<file path="src/hdl/arp_cache_table_macros.svh">
// assertion macros for the arp cache table
// no dependencies; included by the top level, which supplies clk and rst_n
`ifndef ARP_CACHE_TABLE_MACROS_SVH
`define ARP_CACHE_TABLE_MACROS_SVH

// same-cycle implication, checked out of reset
`define ARPC_ASSERT_NOW(label, pre, post, msg) \
  label: assert property (@(posedge clk) disable iff (!rst_n) (pre) |-> (post)) \
    else $error(msg);

// next-cycle implication, checked out of reset
`define ARPC_ASSERT_NEXT(label, pre, post, msg) \
  label: assert property (@(posedge clk) disable iff (!rst_n) (pre) |=> (post)) \
    else $error(msg);

`endif

</file>
<file path="src/hdl/arpc_pkg.sv">
// shared types, opcodes and helpers for the arp cache table
// no dependencies; used by arpc_cell and arp_cache_table
package arpc_pkg;

  localparam int ENTRIES_DEF  = 32;
  localparam int SLOT_W       = 8;
  localparam int IP_W         = 32;
  localparam int MAC_W        = 48;
  localparam int TIME_W       = 32;
  localparam int TIMEOUT_W    = 16;
  localparam int LFSR_W       = 16;
  localparam logic [TIMEOUT_W-1:0] TIMEOUT_RST = 16'd15;
  localparam logic [LFSR_W-1:0]    LFSR_SEED   = 16'hACE1;

  localparam logic [1:0] OP_LOOKUP = 2'd0;
  localparam logic [1:0] OP_INSERT = 2'd1;
  localparam logic [1:0] OP_TICK   = 2'd2;

  // search token passed from cell to cell
  typedef struct packed {
    logic              found;
    logic [SLOT_W-1:0] idx;
    logic [MAC_W-1:0]  mac;
    logic              inv;
    logic [SLOT_W-1:0] inv_idx;
  } arpc_tok_t;

  // command broadcast to every cell
  typedef struct packed {
    logic              wr_en;
    logic              tick_en;
    logic [SLOT_W-1:0] wr_idx;
    logic [IP_W-1:0]   ip;
    logic [MAC_W-1:0]  mac;
    logic [TIME_W-1:0] now;
  } arpc_cmd_t;

  // fibonacci lfsr, taps 16 14 13 11, shifting right
  function automatic logic [LFSR_W-1:0] lfsr_step(input logic [LFSR_W-1:0] v);
    logic fb;
    fb = v[0] ^ v[2] ^ v[3] ^ v[5];
    return {fb, v[LFSR_W-1:1]};
  endfunction

endpackage

</file>
<file path="src/hdl/arpc_cell.sv">
// one table entry: valid bit, ip, mac, insert time, plus one search stage
// depends on arpc_pkg
module arpc_cell
  import arpc_pkg::*;
#(
  parameter int IDX = 0
) (
  input  logic                 clk,
  input  logic                 rst_n,
  input  arpc_cmd_t            cmd,
  input  logic [TIMEOUT_W-1:0] timeout,
  input  arpc_tok_t            tok_i,
  output arpc_tok_t            tok_o
);

  localparam logic [SLOT_W-1:0] MY_IDX = SLOT_W'(IDX);

  logic              valid_r;
  logic              valid_nxt;
  logic [IP_W-1:0]   ip_r;
  logic [MAC_W-1:0]  mac_r;
  logic [TIME_W-1:0] added_r;
  logic [TIME_W-1:0] age;
  logic              wr_hit;
  logic              match;
  arpc_tok_t         tok_nxt;
  arpc_tok_t         tok_r;

  assign wr_hit = cmd.wr_en && (cmd.wr_idx == MY_IDX);
  assign age    = cmd.now - added_r;
  assign match  = valid_r && (ip_r == cmd.ip);

  always_comb begin
    valid_nxt = valid_r;
    if (wr_hit) begin
      valid_nxt = 1'b1;
    end else if (cmd.tick_en && valid_r && (age > TIME_W'(timeout))) begin
      valid_nxt = 1'b0;
    end
  end

  // first valid match wins, last invalid slot wins
  always_comb begin
    tok_nxt = tok_i;
    if (!tok_i.found && match) begin
      tok_nxt.found = 1'b1;
      tok_nxt.idx   = MY_IDX;
      tok_nxt.mac   = mac_r;
    end
    if (!valid_r) begin
      tok_nxt.inv     = 1'b1;
      tok_nxt.inv_idx = MY_IDX;
    end
  end

  always_ff @(posedge clk) begin
    if (!rst_n) begin
      valid_r <= 1'b0;
    end else begin
      valid_r <= valid_nxt;
    end
  end

  always_ff @(posedge clk) begin
    if (wr_hit) begin
      ip_r    <= cmd.ip;
      mac_r   <= cmd.mac;
      added_r <= cmd.now;
    end
    tok_r <= tok_nxt;
  end

  assign tok_o = tok_r;

endmodule

</file>
<file path="config.mk">
export PLATFORM = sky130hd
export DESIGN_NAME = arpc_cell
export DESIGN_NICKNAME = d
export VERILOG_FILES = /design/src/hdl/arp_cache_table_macros.svh /design/src/hdl/arpc_pkg.sv /design/src/hdl/arpc_cell.sv
export SDC_FILE = /design/constraint.sdc
export NUM_CORES = 1
export LEC_CHECK = 0
export ABC_AREA = 0
export BUFFER_PORTS_ARGS = -buffer_cell sky130_fd_sc_hd__buf_2
export CAP_MARGIN = 0
export CELL_PAD_IN_SITES_DETAIL_PLACEMENT = 0
export CELL_PAD_IN_SITES_GLOBAL_PLACEMENT = 1
export CORE_MARGIN = 2
export CORE_UTILIZATION = 35
export DETAILED_ROUTE_END_ITERATION = 8
export GPL_ROUTABILITY_DRIVEN = 0
export PLACE_DENSITY_LB_ADDON = 0.05
export SLEW_MARGIN = 0
export SYNTH_ARGS = -nofsm -noshare
export SYNTH_HDL_FRONTEND = slang
export SYNTH_SLANG_ARGS = --single-unit
</file>
<file path="constraint.sdc">
create_clock -name clk -period 4.4 [get_ports clk]
set_clock_uncertainty 0.1 [all_clocks]
set_input_delay 1.1 -clock clk [delete_from_list [all_inputs] [get_ports clk]]
set_output_delay 1.1 -clock clk [all_outputs]
set_load 0.03 [all_outputs]
</file>
==> results of run 1 <==
## what timing repair did
item | in CTS | in global routing
resized for setup | 0 | 35
buffers inserted | 0 | 5
endpoints found under the setup margin | 0 | 1
## sequential cells by signal (all words and copies together) (netlist names)
name,count
mac_r,48
added_r,32
tok_o,66
ip_r,32
valid_r,1
## worst paths after layout
| path | startpoint | to | slack, ns | depth (start not counted) |
|---|---|---|---|---|
| max reg2reg | added_r[1] | valid_r | 0.40 | 21 |
| min | mac_r[16] | tok_o[25] | 0.37 | 1 |
| max | cmd[1] | valid_r | 0.15 | 21 |
| min reg2reg | mac_r[16] | tok_o[25] | 0.37 | 1 |
## cell families after synthesis
| kind of cell | count (synthesis) | synth area share |
|---|---|---|
| xor+xnor | 54 | 0.0589 |
| mux | 54 | 0.0751 |
| fa+ha+maj | 48 | 0.0757 |
| compound gates | 111 | 0.0920 |
| simple gates | 115 | 0.0763 |
| flops | 179 | 0.586 |
| buf+inv | 75 | 0.0364 |
## cell type report
cell class	instances	area (um^2)	share of cell area
clock buffer	18	429	0.0399
clock inverter	14	153	0.0142
inverter	57	216	0.0201
multi-input combinational	382	3180	0.295
sequential	179	4700	0.437
tap	285	357	0.0331
timing repair buffer	315	1730	0.160
## synthesized netlist by cell type (5+ instances only)
library cell,number
o21ai_1,6
nor3_1,7
dfxtp_1,67
a211oi_1,5
o21a_1,5
o21ai_0,16
a21oi_1,31
nand3_1,8
nor4_1,6
buf_2,9
inv_1,57
clkbuf_1,9
mux2_2,49
a31oi_1,5
nand2_1,30
nand4_1,15
and2_1,9
ha_1,47
edfxtp_1,112
nor2b_1,10
nand2b_1,6
xnor2_1,47
xor2_1,7
nor2_1,15
a21o_1,18
## cell usage in the layout, fill, tap and decap left out, types with 3 or more instances in the layout
master,netlist,final
nand2b_1,6,6
o21ai_0,16,12
clkinv_4,0,3
nand2_1,30,30
buf_6,0,3
buf_2,9,268
buf_4,0,42
nor2_1,15,15
nor4_1,6,4
xnor2_1,47,47
nor3_1,7,6
o21ai_2,0,3
mux2i_1,4,4
nand4_1,15,15
inv_8,0,6
a21o_1,18,18
edfxtp_1,112,112
nor2b_1,10,8
clkbuf_16,0,17
dfxtp_1,67,67
a31oi_1,5,5
xor2_1,7,7
a21oi_1,31,26
o21a_1,5,5
ha_4,0,3
inv_6,0,3
o21ai_1,6,7
inv_1,57,56
and2_1,9,8
a21oi_2,1,5
a211oi_1,5,4
ha_1,47,44
nand3_1,8,8
and4_1,3,3
mux2_2,49,49
## routing by layer
metal	up-vias	global-route usage	wire, um
met5	-	0	18
met4	2	0.0516	255
met3	18	0.0348	982
met2	164	0.296	10300
met1	2762	0.194	8610
li1	2943	-	-
## where the power goes
part	internal, uW	total (uW)	leakage, uW	switching (uW)
clock	764	1490	0.000287	725
sequential	1810	1810	0.00157	6.86
combinational	218	456	0.00284	237
total	2790	3760	0.00470	969
## through the flow
| step | utilization | setup WS [ns] | total power, uW | hold slack [ns] |
|---|---|---|---|---|
| 2_1_floorplan | - | 0.00438 | 2100 | 0.332 |
| 3_3_place_gp | 0.443 | -0.388 | 2290 | 0.336 |
| 3_5_place_dp | 0.443 | -0.430 | 2290 | 0.350 |
| 4_1_cts | 0.469 | 0.0104 | 3800 | 0.372 |
| 5_1_grt | 0.477 | -0.107 | 3930 | 0.376 |
| 6_report | 0.477 | 0.149 | 3760 | 0.368 |
==> results.cfg, run 1 <==
[run_status]
status = complete, no violations

[sta]
hold_violations = 0
setup_viol = 0
slew_headroom = 0.624
fin_crit_sh = 0.966
final_max_slew_viol_count = 0
fin_crit_ns = 4.25
fmax_mhz = 235
tns_ns = 0
rsz0062_at_grt = true
worst_pin_slew_ns = 0.565

[setup_path]
cpPeakStageDelay_ns = 0.29
crit_fanout = 3
critPathTopFamily = simple AND/OR/NAND/NOR gates
crit_type = in -> reg
endpoint_kind = register
path_buf_inv = 3
worstPathRequired_ns = 4.67
slowest_stage = nor4_2
startpoint_type = primary input
cp_data_arrival_time_ns = 4.52
cp_cell_sequence = buf_6 > ha_4 > nor2b_4 > o2111ai_2 > buf_4 > a21oi_4 > nor3_4 > o21ai_2 > a21o_1 > a21oi_2 > xnor2_1 > ha_1 > nand4_1 > nor2_1 > buf_4 > a311oi_1 > a31oi_1 > nor4b_2 > nand4_1 > nor4_2 > a41o_1

[worst_hold_path]
min_path_type = reg -> reg

[routing]
num_vias = 5889
wl_per_cell_um = 16.1
drc = 0
final_antenna_net_count = 0
dr.pass1.iters = 5
drt-total-wl_um = 20100
via_per_inst = 4.71
drt_iter0_drc = 191

[pwr]
p_leak_uw = 0.00470
power.density_nw_per_um2 = 349
ir_worst_vdd_uv = 226

[global_route]
grt_max_degree = 44
antenna_found_initial = 1
grt_pass1_vias = 6070
grt_first_pass_wirelength_um = 30800
grt_use_total = 0.164
overflow = 0

[clock_network]
cts-root-buf = clkbuf_16
clk_path_buf_depth = 2
holdBufCountCts = 0
numCtsBuffers = 17
clock-sinks = 179
h-tree-depth = 4
cts_tree = yes
worstSkewPairLatency_ns = 0.43
clkTransAtPathRegs_ns = 0.07

[final_layout]
diodes = 0
fin_cells = 1250
design_area_um2 = 10800
drive_gt1_frac = 0.438
final_nets = 1206
nFillCells = 2122
syn2layout_area_growth_pct = 34.0

[yosys]
synth_top_area_cell = edfxtp_1
syn_area_per_cell_um2 = 12.6
synth_top_area_frac = 0.419
synth_seq_area_share = 0.586
syn_nets = 890
synth_cells = 636
synthTopCellsByArea = edfxtp_1 (42%), dfxtp_1 (17%), ha_1 (7.3%)
synth_area_um2 = 8030
yosys_warnings = 0
synth-seq-cells = 179
synth_ff_type = edfxtp_1
synth_edf_count = 112
synthArstFlopShare = 0
synth.distinct_cells = 56

[die]
die_area_um2 = 24200
initial_core_util = 0.356
ios = 272
die_y_um = 156
die_x_um = 156
core_um2 = 22600
rows = 55

[run]
maxCapViolCount = 0

[placement]
portBuffers = 271
dpl_cell_area_um2 = 10000
dpl.hpwl_um = 15600
dpl.cell_count = 1213
Power figures use the tool's default switching activity.
==> run 2, diff against run 1 <==
Settings changed: GPL_TIMING_DRIVEN from default to 0, SKIP_CTS_REPAIR_TIMING from default to 1.
Clock period 4.4 ns to 5.25 ns, I/O delays scaled along.
==> run 2 against run 1 <==
  * Cell count shrank 1.7%
  * Combinational power down 23%
  * Register-to-register slack gained 0.37 ns
  * Routed wire length is 0.78% lower
==> results.cfg, run 2 (synthesis gave the netlist of run 1 again) <==
[run_status]
status = complete, no violations

[routing]
drt-total-wl_um = 20000
num_vias = 5767
drt_iter0_drc = 194
wl_per_cell_um = 16.3
via_per_inst = 4.69
dr.pass1.iters = 4
drc = 0
final_antenna_net_count = 0

[final_layout]
nFillCells = 2116
final_common_cell = buf_2
final_util = 0.462
final_nets = 1182
largest_reg_flops = 66
multi_input_area_um2 = 3060
layout_common_cells = buf_2 (280), edfxtp_1 (112), dfxtp_1 (67)
drive_gt1_frac = 0.393
design_area_um2 = 10400
syn2layout_area_growth_pct = 29.8
register_area_um2 = 4700

[worst_hold_path]
min_path_type = reg -> reg
hold_start = mac_r[21]
holdPathEnd = tok_o[30]
min_path_cells = 1

[die]
initial_core_util = 0.356
die_x_um = 156
die_area_um2 = 24200
ios = 272
rows = 55
die_y_um = 156
core_um2 = 22600

[sta]
fin_crit_sh = 0.964
hold_violations = 0
final_max_slew_viol_count = 0
setup_viol = 0
slew_headroom = 0.603
fmax_mhz = 198
worst_pin_slew_ns = 0.590
rsz0062_at_grt = false
fin_crit_ns = 5.06

[run]
maxCapViolCount = 0

[placement]
dpl.hpwl_um = 15700
portBuffers = 271
dpl_cell_area_um2 = 9810

[pwr]
total_power_uw = 3170
power.density_nw_per_um2 = 304
p_leak_uw = 0.00454
ir_worst_vdd_uv = 193

[setup_path]
rr_worst_depth = 20
crit_type = in -> reg
startpoint_type = primary input
critPathTopFamily = compound AO/OA/AOI/OAI gates
r2r_slack_ns = 0.77
slowest_stage = nor4_1
cpPeakStageDelay_ns = 0.37
path_buf_inv = 1
timing.rr.start = added_r[1]
crit_fanout = 3
worstPathRequired_ns = 5.52
cp_data_arrival_time_ns = 5.33
r2r-end = valid_r
endpoint_kind = register
cp_cell_sequence = buf_2 > ha_1 > nor2b_1 > o2111ai_1 > a21oi_2 > nor3_4 > o21ai_0 > a21o_1 > a21oi_1 > xnor2_1 > ha_1 > nand4_1 > nor2_1 > o2bb2ai_1 > a311oi_1 > a31oi_1 > nor4b_2 > nand4_1 > nor4_1 > a41o_1

[global_route]
grt_pass1_vias = 5882
grt_max_degree = 52
grt_first_pass_wirelength_um = 30400
overflow = 0
grt_use_total = 0.163
antenna_found_initial = 6

[clock_network]
cts-root-buf = clkbuf_16
clock-sinks = 179
clkTransAtPathRegs_ns = 0.07
h-tree-depth = 4
numCtsBuffers = 17
clk_path_buf_depth = 2
cts_tree = yes
worstSkewPairLatency_ns = 0.43
==> run 2: changes by cell type in the layout (fill, tap and decap cells not counted), moves of 3 or more <==
cell	delta
a21oi_1	+4
a21oi_2	-3
buf_2	+12
buf_4	-42
buf_6	-3
clkbuf_1	+9
diode_2	+3
ha_1	+3
ha_4	-3
o21ai_0	+4
o21ai_2	-3
==> run 2: how the worst max path moves through the flow <==
stage	start	end	slack [ns]	cells past startpoint
floorplan	cmd[114]	valid_r	0.37	4
global placement	cmd[114]	valid_r	-1.20	5
detailed placement	cmd[4]	valid_r	-0.44	20
CTS	cmd[4]	valid_r	0.003	20
global route	cmd[1]	valid_r	0.02	20
finish	cmd[1]	valid_r	0.19	20
==> run 2: final cells by class <==
class                           count  area share
Buffer                             18     0.00756
Multi-Input combinational cell    382       0.293
Sequential cell                   179       0.451
Antenna cell                        3    0.000720
Tap cell                          285      0.0342
Clock inverter                     13      0.0150
Inverter                           57      0.0205
Timing Repair Buffer              273       0.135
Clock buffer                       19      0.0425
==> run 2: per-layer routing <==
metal / vias up / GRT usage / share of wire
li1: 2901 / - / -
met1: 2665 / 0.197 / 0.43
met2: 169 / 0.280 / 0.49
met3: 26 / 0.0465 / 0.059
met4: 6 / 0.0511 / 0.018
met5: - / 0 / 0.0020
==> run 2: report_power, final <==
group	leakage [uW]	internal, uW	switching [uW]
Sequential	0.00157	1520	5.76
Clock	0.000296	695	605
Combinational	0.00267	161	191
Total	0.00454	2370	802
==> run 2: stage by stage <==
step           setup TNS, ns  hold WS (ns)  instances  setup slack [ns]
6_report                   0         0.367       1229             0.190
5_1_grt                    0         0.372       1229            0.0165
4_1_cts                    0         0.367       1226           0.00341
3_5_place_dp          -0.439         0.355       1194            -0.439
3_3_place_gp         -127.25         0.341       1192             -1.20
2_1_floorplan              0         0.332        636             0.370
==> run 2: worst register-to-register path: cells and delay by family (launching register included) <==
kind,cells,cell delay (ns)
XOR/XNOR,1,0.18
buffers and inverters,1,0.07
adder cells (fa/ha/maj),2,0.50
AND/OR/NAND/NOR,7,1.41
AO/OA/AOI/OAI,9,1.75
flip-flops,1,0.41
==> run 3, diff against run 2 <==
Settings changed: RECOVER_POWER from default to 25.
Clock period 5.25 ns to 4.5 ns, I/O delays scaled along.
==> run 3 against run 2 <==
  * Critical path depth unchanged
  * Utilization increased by 1.5 points
  * Sequential share of layout area fell by 1.4 points
  * Via count rose by 1.2%
==> results.cfg, run 3 (synthesis gave the netlist of run 1 again) <==
[setup_path]
worstPathRequired_ns = 4.77
crit_path_end = valid_r
cpPeakStageDelay_ns = 0.42
critPathTopFamily = compound AO/OA/AOI/OAI gates
r2r-end = valid_r
crit_start = cmd[0]
timing.rr.start = added_r[0]
crit_type = in -> reg
cp_data_arrival_time_ns = 4.69
crit_cells = 20
r2r_slack_ns = 0.43
rr_worst_depth = 18
startpoint_type = primary input
endpoint_kind = register
path_buf_inv = 3
slowest_stage = fa_2
crit_fanout = 3
cp_cell_sequence = buf_8 > inv_4 > ha_4 > fa_2 > nor2b_4 > o2111ai_4 > a21oi_4 > buf_6 > a211oi_4 > xnor2_2 > ha_1 > a21oi_1 > nand2_1 > a21o_1 > a311oi_2 > a31oi_2 > nor4b_2 > nand4_1 > nor4_2 > a41o_1

[pwr]
p_clk_frac = 0.397
switching_power_uw = 951
ir_worst_vdd_uv = 195
power.density_nw_per_um2 = 342
seq_power_share = 0.483
p_int_uw = 2730
netSwitchingFraction = 0.259
total_power_uw = 3680
p_comb_frac = 0.121
p_leak_uw = 0.00462

[final_layout]
final_common_cell = buf_2
final_nets = 1193
largest_reg_flops = 66
layout_common_cells = buf_2 (277), edfxtp_1 (112), dfxtp_1 (67)
syn2layout_area_growth_pct = 33.9
drive_gt1_frac = 0.432
nFillCells = 2141

[clock_network]
clk_path_buf_depth = 2
worstSkewPairLatency_ns = 0.43
clock-sinks = 179
h-tree-depth = 4
numCtsBuffers = 17
clkTransAtPathRegs_ns = 0.08
cts_tree = yes
cts-root-buf = clkbuf_16

[sta]
rsz0062_at_grt = true
final_max_slew_viol_count = 0
fin_crit_sh = 0.982
fmax_mhz = 226
slew_headroom = 0.581
tns_ns = 0
hold_violations = 0
fin_crit_ns = 4.42
setup_viol = 0
worst_pin_slew_ns = 0.622

[global_route]
grt_max_degree = 50
grt_use_total = 0.162
grt_pass1_vias = 5941
antenna_found_initial = 3
grt_first_pass_wirelength_um = 30600
overflow = 0

[die]
initial_core_util = 0.356
ios = 272
die_y_um = 156
core_um2 = 22600
die_x_um = 156
rows = 55
die_area_um2 = 24200

[routing]
num_vias = 5836
dr.pass1.iters = 4
drt_iter0_drc = 187
via_per_inst = 4.71
wl_per_cell_um = 16.2
drt-total-wl_um = 20100
drc = 0
final_antenna_net_count = 0

[run_status]
status = complete, no violations

[placement]
portBuffers = 271
dpl.hpwl_um = 15800

[worst_hold_path]
min_path_type = reg -> reg

[run]
maxCapViolCount = 0
==> run 3: routing by layer <==
metal,vias up,global-route usage,wire (um)
li1,2924,-,-
met3,18,0.0401,1180
met4,4,0.0472,202
met5,-,0,27
met1,2728,0.192,8450
met2,162,0.291,10200
==> run 3: per-stage QoR <==
step	setup slack (ns)	cell area (um^2)	instances	utilization	hold WS (ns)
floorplan	0.00230	8040	636	-	0.332
global placement	-0.776	9750	1192	0.432	0.337
detailed placement	-0.827	9800	1194	0.434	0.356
CTS	-0.391	10400	1226	0.461	0.367
global route	-0.156	10800	1238	0.477	0.379
finish	0.0820	10800	1239	0.477	0.367
==> run 3: power by group through the flow <==
stage / clock [uW] / combinational [uW] / sequential [uW]
after floorplan: 0 / 184 / 1870
after global placement: 0 / 405 / 1810
after detailed placement: 0 / 411 / 1810
after CTS: 1510 / 414 / 1770
after global routing: 1570 / 490 / 1780
final: 1460 / 444 / 1770
==> run 3: cell type report <==
class	instances	area (um^2)	share of cell area
flip-flops and latches	179	4700	0.437
repair buffers	284	1510	0.141
clock buffers	18	429	0.0399
well taps	285	357	0.0331
clock inverters	14	163	0.0151
diodes	2	5.00	0.000465
inverters	57	216	0.0201
multi-input cells	382	3290	0.306
plain buffers	18	78.8	0.00733
==> run 3: worst reg2reg max path: cells and delay by family (launching register included) <==
kind                       cells  cell delay (ns)
AOI/OAI and AO/OA              8             1.28
buffers and inverters          1             0.13
xor gates and xnor gates       1             0.16
and+or+nand+nor                5             0.98
adders and majority gates      3             0.96
DFF                            1             0.42
==> run 3: how the worst min path moves through the flow <==
stage	from	endpoint	slack, ns	cells after the start
6_report	mac_r[32]	tok_o[41]	0.37	1
5_1_grt	mac_r[15]	tok_o[24]	0.38	1
3_5_place_dp	mac_r[15]	tok_o[24]	0.36	1
2_1_floorplan	mac_r[15]	tok_o[24]	0.33	1
4_1_cts	mac_r[32]	tok_o[41]	0.37	1
3_3_place_gp	mac_r[15]	tok_o[24]	0.34	1
